$ cat src/rtl/servo_bus_ping_transaction_core_macros.svh
// ---------------------------------------------------------------------------
// Servo bus ping transaction core: assertion macros
// Shared concurrent assertion forms, clocked on clk, off while rst_n is low.
// ---------------------------------------------------------------------------
`ifndef SERVO_BUS_PING_TRANSACTION_CORE_MACROS_SVH
`define SERVO_BUS_PING_TRANSACTION_CORE_MACROS_SVH

// Same-cycle implication
`define SBP_ASSERT_NOW(lbl, ante, cons, msg) \
  lbl: assert property (@(posedge clk) disable iff (!rst_n) (ante) |-> (cons)) else $error(msg);

// Next-cycle implication
`define SBP_ASSERT_NEXT(lbl, ante, cons, msg) \
  lbl: assert property (@(posedge clk) disable iff (!rst_n) (ante) |=> (cons)) else $error(msg);

`endif

$ cat src/rtl/sbping_pkg.sv
// ---------------------------------------------------------------------------
// sbping_pkg
// Types and constants shared by the servo bus ping transaction modules.
// ---------------------------------------------------------------------------
package sbping_pkg;

  // Tick timer width and configuration widths
  localparam int TIMER_W = 16;
  localparam int TO_W    = 16;
  localparam int RETRY_W = 3;
  localparam int CMP_W   = (TIMER_W > TO_W) ? TIMER_W : TO_W;

  // Configuration register indexes
  localparam logic [1:0] CFG_TIMEOUT = 2'd0;
  localparam logic [1:0] CFG_RETRY   = 2'd1;

  // Request opcodes
  localparam logic [1:0] OP_START = 2'd0;
  localparam logic [1:0] OP_BYTE  = 2'd1;
  localparam logic [1:0] OP_TICK  = 2'd2;

  // Frame constants
  localparam logic [7:0] HDR_BYTE   = 8'hFF;
  localparam logic [7:0] PING_LEN   = 8'h02;
  localparam logic [7:0] PING_INSTR = 8'h01;
  localparam int         FRAME_LEN  = 6;
  localparam logic [2:0] LAST_IDX   = 3'(FRAME_LEN - 1);

  // One buffered request
  typedef struct packed {
    logic [1:0] op;
    logic [7:0] sid;
    logic [7:0] rx;
  } item_t;

  // Load command from the controller to the frame serializer
  typedef struct packed {
    logic       load;
    logic       done;  // 1: finish result, 0: ping frame
    logic       ok;
    logic [7:0] id;
  } load_t;

  // Inverted 8-bit sum of three bytes
  function automatic logic [7:0] frame_sum(input logic [7:0] a, input logic [7:0] b,
                                           input logic [7:0] c);
    logic [7:0] s;
    s = a + b + c;
    return ~s;
  endfunction

endpackage

$ cat src/rtl/sbping_ctrl.sv
// ---------------------------------------------------------------------------
// sbping_ctrl
// Transaction state: target id, reply collection, tick timer and retries.
// ---------------------------------------------------------------------------
module sbping_ctrl (
  input  logic                          clk,
  input  logic                          rst_n,
  input  logic                          item_vld,
  input  sbping_pkg::item_t             item,
  input  logic                          tx_free,
  input  logic [sbping_pkg::TO_W-1:0]   timeout_ticks,
  input  logic [sbping_pkg::RETRY_W-1:0] retry_limit,
  output logic                          fire,
  output sbping_pkg::load_t             ld
);

  logic                            busy_r, busy_nxt;
  logic [7:0]                      tid_r, tid_nxt;
  logic [2:0]                      rc_r, rc_nxt;
  logic [sbping_pkg::TIMER_W-1:0]  el_r, el_nxt;
  logic [sbping_pkg::RETRY_W-1:0]  ts_r, ts_nxt;
  logic [7:0]                      rb_r [5];
  logic                            rb_we;

  logic [sbping_pkg::TIMER_W-1:0]  el_inc;
  logic [sbping_pkg::RETRY_W-1:0]  ts_inc;
  logic                            reply_ok;
  sbping_pkg::load_t               res;

  // Saturating timer step, timeout count step and reply check
  always_comb begin
    el_inc   = (el_r == '1) ? el_r : el_r + 1'b1;
    ts_inc   = ts_r + 1'b1;
    reply_ok = (rb_r[0] == sbping_pkg::HDR_BYTE) && (rb_r[1] == sbping_pkg::HDR_BYTE) &&
               (item.rx == sbping_pkg::frame_sum(rb_r[2], rb_r[3], rb_r[4]));
  end

  // Decide next state and the result burst for the buffered request
  always_comb begin
    busy_nxt = busy_r;
    tid_nxt  = tid_r;
    rc_nxt   = rc_r;
    el_nxt   = el_r;
    ts_nxt   = ts_r;
    rb_we    = 1'b0;
    res      = '0;
    if (item.op == sbping_pkg::OP_START) begin
      busy_nxt = 1'b1;
      tid_nxt  = item.sid;
      rc_nxt   = '0;
      el_nxt   = '0;
      ts_nxt   = '0;
      res.load = 1'b1;
      res.id   = item.sid;
    end else if (busy_r) begin
      unique case (item.op)
        sbping_pkg::OP_BYTE: begin
          if (rc_r != sbping_pkg::LAST_IDX) begin
            rb_we  = 1'b1;
            rc_nxt = rc_r + 1'b1;
          end else begin
            rc_nxt   = '0;
            res.load = 1'b1;
            res.id   = tid_r;
            if (reply_ok) begin
              busy_nxt = 1'b0;
              res.done = 1'b1;
              res.ok   = 1'b1;
            end
          end
        end
        sbping_pkg::OP_TICK: begin
          if (sbping_pkg::CMP_W'(el_inc) > sbping_pkg::CMP_W'(timeout_ticks)) begin
            el_nxt   = '0;
            rc_nxt   = '0;
            ts_nxt   = ts_inc;
            res.load = 1'b1;
            res.id   = tid_r;
            if (ts_inc >= retry_limit) begin
              busy_nxt = 1'b0;
              res.done = 1'b1;
            end
          end else begin
            el_nxt = el_inc;
          end
        end
        default: begin
        end
      endcase
    end
  end

  // Take the request when it needs no output or the serializer is free
  assign fire    = item_vld && (!res.load || tx_free);
  assign ld      = '{load: fire && res.load, done: res.done, ok: res.ok, id: res.id};

  // Control state
  always_ff @(posedge clk) begin
    if (!rst_n) begin
      busy_r <= 1'b0;
      tid_r  <= '0;
      rc_r   <= '0;
      el_r   <= '0;
      ts_r   <= '0;
    end else if (fire) begin
      busy_r <= busy_nxt;
      tid_r  <= tid_nxt;
      rc_r   <= rc_nxt;
      el_r   <= el_nxt;
      ts_r   <= ts_nxt;
    end
  end

  // Reply byte store, no reset
  always_ff @(posedge clk) begin
    if (fire && rb_we) begin
      rb_r[rc_r] <= item.rx;
    end
  end

endmodule

$ cat src/rtl/sbping_tx.sv
// ---------------------------------------------------------------------------
// sbping_tx
// Result serializer: plays out a six-byte ping frame or one finish result.
// ---------------------------------------------------------------------------
module sbping_tx (
  input  logic              clk,
  input  logic              rst_n,
  input  sbping_pkg::load_t ld,
  output logic              tx_free,
  output logic              out_tvalid,
  input  logic              out_tready,
  output logic [15:0]       out_tdata,   // [7:0] tx_byte, [8] success, [15:9] zero
  output logic              out_tuser,   // [0] kind
  output logic              out_tlast
);

  logic       act_r;
  logic [2:0] idx_r;
  logic       done_r;
  logic       ok_r;
  logic [7:0] id_r;
  logic [7:0] ck_r;
  logic [7:0] byte_c;
  logic       final_c;

  // Select the frame byte for the current position
  always_comb begin
    unique case (idx_r)
      3'd0, 3'd1: byte_c = sbping_pkg::HDR_BYTE;
      3'd2:       byte_c = id_r;
      3'd3:       byte_c = sbping_pkg::PING_LEN;
      3'd4:       byte_c = sbping_pkg::PING_INSTR;
      default:    byte_c = ck_r;
    endcase
  end

  assign final_c    = done_r || (idx_r == sbping_pkg::LAST_IDX);
  assign tx_free    = !act_r || (out_tready && final_c);
  assign out_tvalid = act_r;
  assign out_tuser  = done_r;
  assign out_tlast  = !done_r && (idx_r == sbping_pkg::LAST_IDX);
  assign out_tdata  = {7'd0, done_r & ok_r, done_r ? 8'd0 : byte_c};

  // Burst control: load wins, else advance on each taken result
  always_ff @(posedge clk) begin
    if (!rst_n) begin
      act_r <= 1'b0;
      idx_r <= '0;
    end else if (ld.load) begin
      act_r <= 1'b1;
      idx_r <= '0;
    end else if (act_r && out_tready) begin
      if (final_c) begin
        act_r <= 1'b0;
      end else begin
        idx_r <= idx_r + 1'b1;
      end
    end
  end

  // Burst payload
  always_ff @(posedge clk) begin
    if (ld.load) begin
      done_r <= ld.done;
      ok_r   <= ld.ok;
      id_r   <= ld.id;
      ck_r   <= sbping_pkg::frame_sum(ld.id, sbping_pkg::PING_LEN, sbping_pkg::PING_INSTR);
    end
  end

endmodule

$ cat src/rtl/servo_bus_ping_transaction_core.sv
// ---------------------------------------------------------------------------
// servo_bus_ping_transaction_core
// Servo bus ping: sends FF FF id 02 01 cks, checks the reply, retries on
// timeout and reports success or failure.
// ---------------------------------------------------------------------------
// A request enters an input register and is decided from there, so
// requests that make no output (received bytes, ticks) go at one per cycle.
// A request that sends a ping holds the single result serializer for the
// six frame bytes, one byte per cycle while the receiver is ready.
// A new request is taken while the serializer still drains, and a request
// that makes output waits only for the serializer's last result to leave.
// Configuration writes are always accepted and take effect the next cycle.
module servo_bus_ping_transaction_core (
  input  logic        clk,
  input  logic        rst_n,
  input  logic        in_tvalid,
  output logic        in_tready,
  input  logic [15:0] in_tdata,    // [7:0] servo_id, [15:8] rx_byte
  input  logic [1:0]  in_tuser,    // [1:0] opcode
  output logic        out_tvalid,
  input  logic        out_tready,
  output logic [15:0] out_tdata,   // [7:0] tx_byte, [8] success, [15:9] zero
  output logic        out_tuser,   // [0] kind
  output logic        out_tlast,
  input  logic        cfg_valid,
  output logic        cfg_ready,
  input  logic [1:0]  cfg_addr,
  input  logic [15:0] cfg_data
);

`include "servo_bus_ping_transaction_core_macros.svh"

  logic                             in_vld_r;
  sbping_pkg::item_t                item_r;
  logic                             fire;
  logic                             tx_free;
  sbping_pkg::load_t                ld;
  logic [sbping_pkg::TO_W-1:0]      timeout_r;
  logic [sbping_pkg::RETRY_W-1:0]   retry_r;

  // Configuration registers
  assign cfg_ready = 1'b1;
  always_ff @(posedge clk) begin
    if (!rst_n) begin
      timeout_r <= sbping_pkg::TO_W'(5);
      retry_r   <= sbping_pkg::RETRY_W'(5);
    end else if (cfg_valid) begin
      if (cfg_addr == sbping_pkg::CFG_TIMEOUT) begin
        timeout_r <= cfg_data[sbping_pkg::TO_W-1:0];
      end else if (cfg_addr == sbping_pkg::CFG_RETRY) begin
        retry_r <= cfg_data[sbping_pkg::RETRY_W-1:0];
      end
    end
  end

  // Input register: refill when empty or when the held request is taken
  assign in_tready = !in_vld_r || fire;
  always_ff @(posedge clk) begin
    if (!rst_n) begin
      in_vld_r <= 1'b0;
    end else if (in_tready) begin
      in_vld_r <= in_tvalid;
    end
  end

  always_ff @(posedge clk) begin
    if (in_tvalid && in_tready) begin
      item_r <= '{op: in_tuser, sid: in_tdata[7:0], rx: in_tdata[15:8]};
    end
  end

  sbping_ctrl u_ctrl (
    .clk           (clk),
    .rst_n         (rst_n),
    .item_vld      (in_vld_r),
    .item          (item_r),
    .tx_free       (tx_free),
    .timeout_ticks (timeout_r),
    .retry_limit   (retry_r),
    .fire          (fire),
    .ld            (ld)
  );

  sbping_tx u_tx (
    .clk        (clk),
    .rst_n      (rst_n),
    .ld         (ld),
    .tx_free    (tx_free),
    .out_tvalid (out_tvalid),
    .out_tready (out_tready),
    .out_tdata  (out_tdata),
    .out_tuser  (out_tuser),
    .out_tlast  (out_tlast)
  );

  // A burst is loaded only into a free serializer
  `SBP_ASSERT_NOW(a_load_free, ld.load, tx_free, "burst loaded over pending results")
  // A finish result never carries the frame end mark
  `SBP_ASSERT_NOW(a_done_nolast, out_tvalid && out_tuser, !out_tlast && (out_tdata[7:0] == 8'd0), "finish result with frame fields")
  // A loaded burst shows up at the output next cycle
  `SBP_ASSERT_NEXT(a_load_shows, ld.load, out_tvalid && (out_tuser == $past(ld.done)), "loaded burst not presented")

endmodule

$ cat config.mk
export PLATFORM = sky130hd
export DESIGN_NAME = servo_bus_ping_transaction_core
export DESIGN_NICKNAME = d
export VERILOG_FILES = /design/src/rtl/sbping_pkg.sv /design/src/rtl/sbping_ctrl.sv /design/src/rtl/sbping_tx.sv /design/src/rtl/servo_bus_ping_transaction_core.sv
export VERILOG_INCLUDE_DIRS = /design/src /design/src/rtl
export SDC_FILE = /design/constraint.sdc
export NUM_CORES = 1
export LEC_CHECK = 0
export BUFFER_PORTS_ARGS = -buffer_cell sky130_fd_sc_hd__buf_2
export CAP_MARGIN = 5
export CELL_PAD_IN_SITES_DETAIL_PLACEMENT = 0
export CELL_PAD_IN_SITES_GLOBAL_PLACEMENT = 1
export CORE_ASPECT_RATIO = 0.5
export CORE_MARGIN = 10
export CORE_UTILIZATION = 46
export CTS_CLUSTER_SIZE = 8
export DETAILED_ROUTE_END_ITERATION = 10
export PLACE_DENSITY = 0.83
export SLEW_MARGIN = 10
export SYNTH_ARGS = -nofsm -noshare
export SYNTH_HDL_FRONTEND = slang
export SYNTH_SLANG_ARGS = --single-unit
$ cat constraint.sdc
create_clock -name clk -period 7.45 [get_ports clk]
set_input_delay 1.1175 -clock clk [delete_from_list [all_inputs] [get_ports clk]]
set_output_delay 1.1175 -clock clk [all_outputs]
set_load 0.005 [all_outputs]
==> flow_summary.toml, run 1 <==
[power]
p_comb_share_pct = 4.5
power.density_mw_per_mm2 = 223
power_frac_seq_pct = 46.7
ir_drop_mv = 0.139
p_total_w = 0.00168
power.internal_w = 0.00130
p_sw_w = 0.000382
p_leak_nw = 2.75
pwr-share-clk_pct = 48.8
switching_share_pct = 22.7

[global_route]
grt_pass1_wl_um = 22700
first_global_vias = 4576
grt_max_degree = 40
antenna_found_initial = 0
grt-ovfl-total = 0
grt_use_total_pct = 14.0

[yosys]
syn_inst = 639
ys_seq_area_share_pct = 51.3
synth_top_area_share_pct = 34.4
async_flop_share_pct = 0
netlist_top_cells_count = "nand2_1, edfxtp_1, a21oi_1, dfxtp_1, ha_1"
synth.most_common_cell = "nand2_1"
ys_warn_count = 0
syn_avg_cell_area_um2 = 10.2
ys_top_cells_by_area = "edfxtp_1, dfxtp_1, ha_1"
ys_types = 58
ys.flop_type = "edfxtp_1"
syn-cell-area_mm2 = 0.00654
synth_edf_count = 75
yosys_register_bits = 130
synth_top_cell_by_area = "edfxtp_1"

[sta]
fin_skew_ps = 9.84
min_period_ps = 5450
timing.final.ws_setup_ps = 2000
timing.final.crit_share_pct = 73.2
finalSetupViolations = 0
slew_headroom_pct = 15.9
hold_viol = 0
timing.hold.ws_ps = 454
rsz0062_at_grt = "false"
worst_pin_slew_ps = 1260
drv_slew = 0
fin_tns_setup_ps = 0
max_freq_ghz = 0.183

[placement]
place_worst_setup_slack_ps = 1980
port_buffers = 53
dpl.hpwl_um = 9900
gp_congestion = 0.843
dp.cells = 864

[clock_network]
cts_tree = "done"
cts_root_buf = "clkbuf_16"
clk_pin_slew_ps = 60
clk_path_buf_depth = 2
clock_latency_ps = 410
clock_sinks = 130
numCtsBuffers = 17
h-tree-depth = 4
ctsResizeCount = 0
cts_hold_buf = 0
post_cts_buffers = 0

[drt]
first_pass_iters = 5
wl_per_cell_um = 15.3
route.detailed.drc = 0
m1WireLength_um = 6370
routed-wl-met3_um = 418
antenna_left = 0
dr_wl_met2_um = 6740
detail_route.vias_per_cell = 5.24
vias = 4697
topRoutingLayerUsed = "met4"
drt_iter0_markers = 299
drt_wl_total_um = 13700

[critical_path]
arrival_ps = 5470
reg2reg_slack_ps = 2000
critPathMaxFanout = 11
end_kind = "flip-flop"
critPathLaunchType = "flip-flop"
reg2reg_from = "u_ctrl.el_r[5]"
required_ps = 7470
endpoint = "u_ctrl.rb_r[2][7]"
r2r-end = "u_ctrl.rb_r[2][7]"
startpoint = "u_ctrl.el_r[5]"
rr_worst_depth = 16
critical_path_class = "flip-flop to flip-flop"

[layout]
final_cells = 896
diodes = 0
area_delta_synth_final_pct = 15.3
nets = 776
drive_above_1_share_pct = 14.6

[floorplanning]
chipWidth_um = 189
fp.coreArea_mm2 = 0.0137
dieArea_mm2 = 0.0197
num_io_pins = 62
die_h_um = 104
rows = 30
initial_core_util_pct = 47.6

[status]
status = "complete, no violations"

[hold_path]
hold_class = "flip-flop to flip-flop"

[job]
drv_cap = 0
## per-stage QoR
step / util, % / instance area [um^2]
after floorplan: - / 6570
after global placement: 50.7 / 6960
after detailed placement: 50.7 / 6960
after CTS: 54.9 / 7550
after global routing: 54.9 / 7550
final: 54.9 / 7550
## worst max-delay path, stage by stage (launching register included)
cell	delay, ps
dfxtp_1	440
and4_1	330
and4_1	300
nand3_2	220
nand4_1	260
inv_1	60
nand2_1	120
xnor2_1	130
ha_1	260
a21oi_1	140
o21ai_0	100
a221oi_1	440
a31oi_4	230
a21oi_2	440
o21ai_0	160
or3_1	390
nor3b_1	1030
## how the worst min path moves through the flow
stage,startpoint,to,slack (ps),cells past startpoint
after floorplan,u_ctrl.tid_r[5],u_ctrl.tid_r[5],440,2
after global placement,u_ctrl.tid_r[6],u_ctrl.tid_r[6],440,2
after detailed placement,timeout_r[3],timeout_r[3],450,2
after CTS,timeout_r[3],timeout_r[3],460,2
after global routing,timeout_r[6],timeout_r[6],470,2
final,timeout_r[9],timeout_r[9],450,2
## power groups by stage
stage	Clock [W]	Sequential [W]	Combinational, W
floorplan	0	0.000795	0.0000546
global placement	0	0.000801	0.0000748
detailed placement	0	0.000801	0.0000763
CTS	0.000831	0.000786	0.0000767
global route	0.000864	0.000787	0.0000868
finish	0.000820	0.000785	0.0000765
## cells in the final DEF (no fill, tap or decap), types with 5 or more instances in the layout
cell / netlist / routed
buf_4: 8 / 6
fa_1: 8 / 8
dfxtp_1: 55 / 55
nor2b_1: 9 / 9
o21ai_0: 24 / 24
nand3_1: 29 / 29
buf_2: 4 / 53
clkbuf_16: 0 / 17
inv_6: 0 / 5
nor2_1: 30 / 30
mux2i_1: 7 / 7
and3_1: 8 / 8
conb_1: 2 / 8
xor2_1: 10 / 10
edfxtp_1: 75 / 75
ha_1: 36 / 36
nand2_1: 96 / 96
nand2b_1: 9 / 9
nor3_1: 7 / 7
xnor2_1: 23 / 23
o21a_1: 7 / 7
inv_1: 30 / 30
nand4_1: 14 / 14
a21o_1: 6 / 6
a21oi_1: 59 / 59
o211ai_1: 6 / 6
a221oi_1: 9 / 9
## cell type report
type	count	area, um^2
clock inverter	14	153
clock buffer	18	429
timing repair buffer	59	310
fill	1232	6190
sequential	130	3350
inverter	30	113
tap	192	240
multi-input combinational	453	2950
## routing by layer
metal	vias to the layer above	global-route usage, %
met2	65	23.3
li1	2383	-
met1	2233	17.2
met5	-	0
met4	0	5.69
met3	16	3.25
## kinds of logic (layout without fill, tap and decap cells)
group                    count (synthesis)  after routing  synth area share (%)
multiplexers                             8              8                  1.24
flip-flops                             130            130                  51.3
adder cells (fa/ha/maj)                 44             44                  9.33
other                                    2              8                 0.115
XOR/XNOR                                33             33                  4.42
AO/OA/AOI/OAI                          132            132                  12.4
buffers and inverters                   62            121                  4.21
AND/OR/NAND/NOR                        228            228                  17.0
## registers in the layout, indices dropped and copies added, names as in the netlist, 3 cells and up
register	cells
timeout_r	16
u_ctrl.ts_r	3
u_tx.id_r	7
u_ctrl.rb_r	40
retry_r	3
u_ctrl.rc_r	3
u_tx.idx_r	3
u_ctrl.el_r	16
item_r	18
u_ctrl.tid_r	8
u_tx.ck_r	8
No activity file was read; power rests on OpenSTA's default activity.
==> run 2, diff against run 1 <==
- ABC_AREA: default -> 1
- PLACE_DENSITY: 0.83 -> 0.85
- clock period: 7.45 -> 5.42 ns (I/O delays scaled with it)
==> run 2 against run 1 <==
  * Die area is 2.9% higher
  * Non-clock buffer count is 5 lower
  * Via count rose by 9.6%
  * Combinational power rose by 130%
  * Total power up 45%
  * Cell area grew 3.1%
  * Global-route usage increased by 0.95 points
  * Sequential power up 39%
==> flow_summary.toml, run 2 <==
[status]
status = "complete, no violations"

[floorplanning]
num_io_pins = 62
initial_core_util_pct = 46.9
die_h_um = 106
fp.coreArea_mm2 = 0.0144
dieArea_mm2 = 0.0203
chipWidth_um = 192
rows = 31

[critical_path]
critical_path_class = "flip-flop to flip-flop"
end_kind = "flip-flop"
critPathMaxFanout = 20
critPathLaunchType = "flip-flop"
arrival_ps = 4560
required_ps = 5470

[drt]
antenna_left = 0
detail_route.vias_per_cell = 4.94
route.detailed.drc = 0
drt_wl_total_um = 14900
vias = 5150
first_pass_iters = 5
drt_iter0_markers = 327
wl_per_cell_um = 14.3

[layout]
top_register = "u_ctrl.rb_r"
postLayoutCoreUtil_pct = 53.9
drive_above_1_share_pct = 13.0
final_cells = 1042
area_delta_synth_final_pct = 14.9
design_area_mm2 = 0.00778
final_common_cell = "nand2_1"
reg_top3 = "u_ctrl.rb_r x40, item_r x18"
diodes = 0
final_cell_mix = "nand2_1, inv_1, nor2_1"
largest_register_ffs = 40
nets = 916
fill_cells = 1303

[yosys]
async_flop_share_pct = 0
synth.most_common_cell = "nand2_1"
synth_compound_area_share_pct = 8.13
ys_warn_count = 0
syn_inst = 776
synth_edf_count = 75
synth_mux_area_share_pct = 0
synth_top_cell_by_area = "edfxtp_1"
syn-cell-area_mm2 = 0.00677
ys_top_cells_by_area = "edfxtp_1, dfxtp_1, nand2_1"
ys.flop_type = "edfxtp_1"
synth_top_family_by_area = "simple AND/OR/NAND/NOR gates"
yosys_register_bits = 130
synth_adder_area_share_pct = 9.02
synth_top_area_share_pct = 33.3
ys_types = 39
syn_avg_cell_area_um2 = 8.72
netlist_top_cells_count = "nand2_1, inv_1, nor2_1, edfxtp_1, dfxtp_1"
ys_seq_area_share_pct = 49.5
yosys.area_share.simple_pct = 23.3
synth-xor-area-share_pct = 2.72

[placement]
dp.cells = 1010
port_buffers = 53
dpl.hpwl_um = 11000
placed_cell_area_mm2 = 0.00717
gp_congestion = 0.844

[sta]
min_period_ps = 4520
worst_pin_slew_ps = 827
timing.final.crit_share_pct = 83.3
drv_slew = 0
finalSetupViolations = 0
fin_tns_setup_ps = 0
slew_headroom_pct = 44.8
rsz0062_at_grt = "false"
hold_viol = 0
fin_skew_ps = 16.0
max_freq_ghz = 0.221

[power]
p_leak_nw = 3.35
ir_drop_mv = 0.165
p_comb_share_pct = 7.2
p_sw_w = 0.000574
power.internal_w = 0.00186
power.density_mw_per_mm2 = 313
power_frac_seq_pct = 44.8
p_total_w = 0.00243
switching_share_pct = 23.6
pwr-share-clk_pct = 48.0

[clock_network]
cts_root_buf = "clkbuf_16"
numCtsBuffers = 17
ctsResizeCount = 0
clock_latency_ps = 420
h-tree-depth = 4
post_cts_buffers = 0
clk_path_buf_depth = 2
cts_hold_buf = 0
clk_pin_slew_ps = 50
cts_tree = "done"
clock_sinks = 130

[job]
drv_cap = 0

[global_route]
grt_pass1_wl_um = 24400
first_global_vias = 5014
grt_max_degree = 31
grt-ovfl-total = 0
grt_use_total_pct = 15.0
antenna_found_initial = 0

[hold_path]
hold_class = "flip-flop to flip-flop"
-- run 2: changes by cell type after synthesis, sizes merged, moves of 7 or more --
| cell | delta |
|---|---|
| a21oi | -13 |
| a221oi | -9 |
| and3 | -8 |
| inv | +61 |
| mux2i | -7 |
| nand2 | +105 |
| nand2b | -9 |
| nand3 | +19 |
| nor2 | +48 |
| nor2b | -9 |
| xnor2 | -19 |
| xor2 | +7 |
-- run 2: logic make-up (layout without fill, tap and decap cells) --
| logic type | count (synthesis) | count (layout) |
|---|---|---|
| fa+ha+maj | 44 | 44 |
| buf+inv | 116 | 178 |
| compound gates | 101 | 101 |
| other cells | 2 | 8 |
| flops | 130 | 130 |
| xor+xnor | 21 | 21 |
| simple gates | 362 | 362 |
-- run 2: critical path, cell delays in order, from the launching register on --
cell and delay, ps:
dfxtp_1 360, ha_1 210, nand3_1 110, inv_1 110, nand3_1 110, inv_2 110
nand3_2 90, inv_2 90, nand2_1 120, nand2_2 120, nor2_1 50, xor2_1 210
ha_1 290, nand2_1 80, nand2_1 50, nand2_1 50, a21oi_1 50, nor2_1 90
nand2_1 80, nand3_2 90, nand2_2 90, nand2_4 80, nand2_4 90, nand2_4 110
nand2_4 50, inv_2 300, nand4_1 340, nor2_1 610
-- run 2: worst paths after layout --
check	start	to	slack [ps]	cells after the start
hold reg to reg	u_ctrl.tid_r[0]	u_ctrl.tid_r[0]	460	2
setup / recovery	u_ctrl.el_r[0]	u_ctrl.rb_r[1][3]	900	27
setup reg to reg	u_ctrl.el_r[0]	u_ctrl.rb_r[1][3]	900	27
hold / removal	u_ctrl.tid_r[0]	u_ctrl.tid_r[0]	460	2
-- run 2: per-layer routing --
metal / track usage (%) / vias to the layer above / part of all wire (%)
met5: 0 / - / 0
met4: 5.43 / 0 / 1.2
met3: 4.47 / 18 / 5.3
met2: 24.3 / 97 / 47
met1: 18.6 / 2380 / 47
li1: - / 2655 / -
-- run 2: final cells by class --
class | count | area [um^2] | share of cell area, %
Tap cell | 198 | 248 | 3.18
Sequential cell | 130 | 3350 | 43.1
Clock buffer | 19 | 433 | 5.57
Inverter | 92 | 345 | 4.44
Multi-Input combinational cell | 536 | 2960 | 38.0
Timing Repair Buffer | 54 | 273 | 3.51
Clock inverter | 13 | 171 | 2.20
-- run 2: through the flow --
| step | setup WS, ps | hold WS (ps) |
|---|---|---|
| global placement | 1130 | 451 |
| global route | 416 | 488 |
| detailed placement | 970 | 457 |
| finish | 903 | 459 |
| CTS | 930 | 465 |
| floorplan | 1800 | 435 |
-- run 2: power by group through the flow --
stage / Sequential (W) / Clock [W] / Combinational, W
3_5_place_dp: 0.00111 / 0 / 0.000174
5_1_grt: 0.00109 / 0.00124 / 0.000202
4_1_cts: 0.00109 / 0.00119 / 0.000175
3_3_place_gp: 0.00111 / 0 / 0.000171
2_1_floorplan: 0.00110 / 0 / 0.000130
6_report: 0.00109 / 0.00117 / 0.000175
==> run 3, diff against run 2 <==
- CORE_UTILIZATION: 46 -> 41
- PLACE_DENSITY: 0.85 -> 0.8
- clock period: 5.42 -> 3.9 ns (I/O delays scaled with it)
==> run 3 against run 2 <==
  * Total power grew 40%
  * Sequential share of layout area shrank 2.1 points
  * Combinational power grew 54%
  * Via count grew 3.7%
  * Cell area grew 5.6%
  * Sequential power grew 39%
  * Routed wire length grew 5.9%
  * First-iteration DRC count shrank 4.3%
  * Clock skew shrank 3.2 ps
  * Global-route usage shrank 1.1 points
  * Critical path type is now flip-flop to output pin
  * Largest cell class unchanged
  * Largest power group unchanged
  * Highest routed layer unchanged
==> flow_summary.toml, run 3 (synthesis results as in run 2) <==
[status]
status = "complete, no violations"

[power]
p_comb_share_pct = 7.9
ir_drop_mv = 0.348
pwr-share-clk_pct = 47.5
p_sw_w = 0.000853
switching_share_pct = 25.1
power.density_mw_per_mm2 = 414
p_leak_nw = 3.59
power_frac_seq_pct = 44.5
power.internal_w = 0.00255
p_total_w = 0.00340

[drt]
route.detailed.drc = 0
drt_wl_total_um = 15700
detail_route.vias_per_cell = 4.84
first_pass_iters = 5
vias = 5343
drt_iter0_markers = 313
wl_per_cell_um = 14.3
antenna_left = 0

[floorplanning]
chipWidth_um = 202
num_io_pins = 62
fp.coreArea_mm2 = 0.0163
dieArea_mm2 = 0.0224
initial_core_util_pct = 41.6
die_h_um = 111
rows = 33

[critical_path]
slowest_stage = "dfxtp_2"
required_ps = 3310
cp_num_cells = 18
startpoint = "u_ctrl.el_r[3]"
r2r-end = "u_ctrl.rb_r[2][1]"
critPathMaxFanout = 4
reg2reg_slack_ps = 210
cp_num_buf_inv = 3
critical_path_class = "flip-flop to output pin"
arrival_ps = 3210
worstPathCellList = "inv_1 -> nor3_4 -> nand2_2 -> nor4_4 -> buf_4 -> xor2_2 -> nand2_2 -> ha_4 -> nand4_1 -> a21oi_2 -> nor2_1 -> nand2_1 -> nand3_2 -> nand2_2 -> nand2_4 -> nand2_8 -> nand3_4 -> buf_6"
rr_worst_depth = 25
slowest_delay_ps = 360
reg2reg_from = "u_ctrl.el_r[8]"
endpoint = "in_tready"
end_kind = "output pin"
crit_top_cell = "nand2_2"
path_delay_family = "simple AND/OR/NAND/NOR gates"
critPathLaunchType = "flip-flop"

[layout]
nets = 948
largest_register_ffs = 40
final_cell_mix = "nand2_1, inv_1, edfxtp_1"
diodes = 0
drive_above_1_share_pct = 19.1
top_register = "u_ctrl.rb_r"
final_common_cell = "nand2_1"
fill_cells = 1539
area_delta_synth_final_pct = 21.4
postLayoutCoreUtil_pct = 50.5
reg_top3 = "u_ctrl.rb_r x40, item_r x18"

[sta]
slew_headroom_pct = 37.1
finalSetupViolations = 0
hold_viol = 0
worst_pin_slew_ps = 937
drv_slew = 0
max_freq_ghz = 0.263
timing.hold.ws_ps = 338
min_period_ps = 3800
timing.final.crit_share_pct = 97.4
timing.final.ws_setup_ps = 101
fin_skew_ps = 12.8
rsz0062_at_grt = "true"

[clock_network]
clock_sinks = 130
clock_latency_ps = 420
cts_tree = "done"
clk_pin_slew_ps = 60
cts_root_buf = "clkbuf_16"
clk_path_buf_depth = 2
numCtsBuffers = 17
cts_hold_buf = 0
h-tree-depth = 4

[placement]
place_worst_setup_slack_ps = 44.2
dpl.hpwl_um = 11400
port_buffers = 53
gp_congestion = 0.818

[global_route]
grt_pass1_wl_um = 25600
antenna_found_initial = 0
first_global_vias = 5253
grt-ovfl-total = 0
grt_max_degree = 31
grt_use_total_pct = 13.9

[hold_path]
hold_class = "input pin to flip-flop"
worstHoldPathCells = 1

[job]
drv_cap = 0
[run 3: cell type report]
type	instances	area, um^2	area share [%]
well taps	227	284	3.46
inverters	92	345	4.20
clock inverters	14	169	2.06
multi-input cells	536	3090	37.6
repair buffers	86	532	6.47
clock buffers	18	429	5.22
flip-flops and latches	130	3370	41.0
[run 3: metrics by stage]
step	instances	area (um^2)	TNS [ps]
after floorplan	782	6790	0
after global placement	1053	7330	0
after detailed placement	1053	7330	0
after CTS	1092	8040	0
after global routing	1103	8220	-315
final	1103	8220	0
[run 3: worst min-delay path by stage]
stage,startpoint,to,slack (ps)
after floorplan,timeout_r[10],timeout_r[10],440
after global placement,u_ctrl.tid_r[0],u_ctrl.tid_r[0],450
after detailed placement,timeout_r[15],timeout_r[15],450
after CTS,in_tdata[15],item_r[7],330
after global routing,in_tuser[0],item_r[16],330
final,in_tdata[15],item_r[7],340
[run 3: what timing repair did]
| action | 4_1_cts | 5_1_grt |
|---|---|---|
| setup endpoints to repair | 1 | 65 |
| pin swaps | 5 | 22 |
| resized for setup | 13 | 23 |
| buffers inserted | 7 | 11 |
[run 3: worst reg2reg max path, stage by stage, from the launching register on]
cell and delay (ps):
dfxtp_1 390, inv_1 130, nor3_4 240, nand3_2 120, inv_2 110, nand2_4 80
buf_4 150, nand4_1 80, xor2_1 230, ha_1 270, nand2_1 70, inv_1 40
nand2_1 70, a21oi_2 60, nor2_1 110, nand2_1 90, nand3_2 100, nand2_2 80
nand2_4 90, nand2_8 70, nand2_4 80, nand2_4 60, inv_2 110, nand4_1 190
nor2_1 180, buf_4 190
[run 3: routing by layer]
layer	global-route usage [%]	part of all wire [%]	up-vias	wire length, um
met3	3.35	3.7	21	589
met5	0	0	-	0
met1	17.0	46	2520	7190
met2	23.4	49	84	7710
met4	4.83	1.5	0	229
li1	-	-	2718	-
[run 3: power by group through the flow]
stage                     Sequential, W  Combinational [W]  Clock [W]
final                           0.00152           0.000270    0.00162
after global routing            0.00152           0.000311    0.00170
after CTS                       0.00152           0.000262    0.00164
after detailed placement        0.00154           0.000255          0
after global placement          0.00154           0.000251          0
after floorplan                 0.00153           0.000181          0
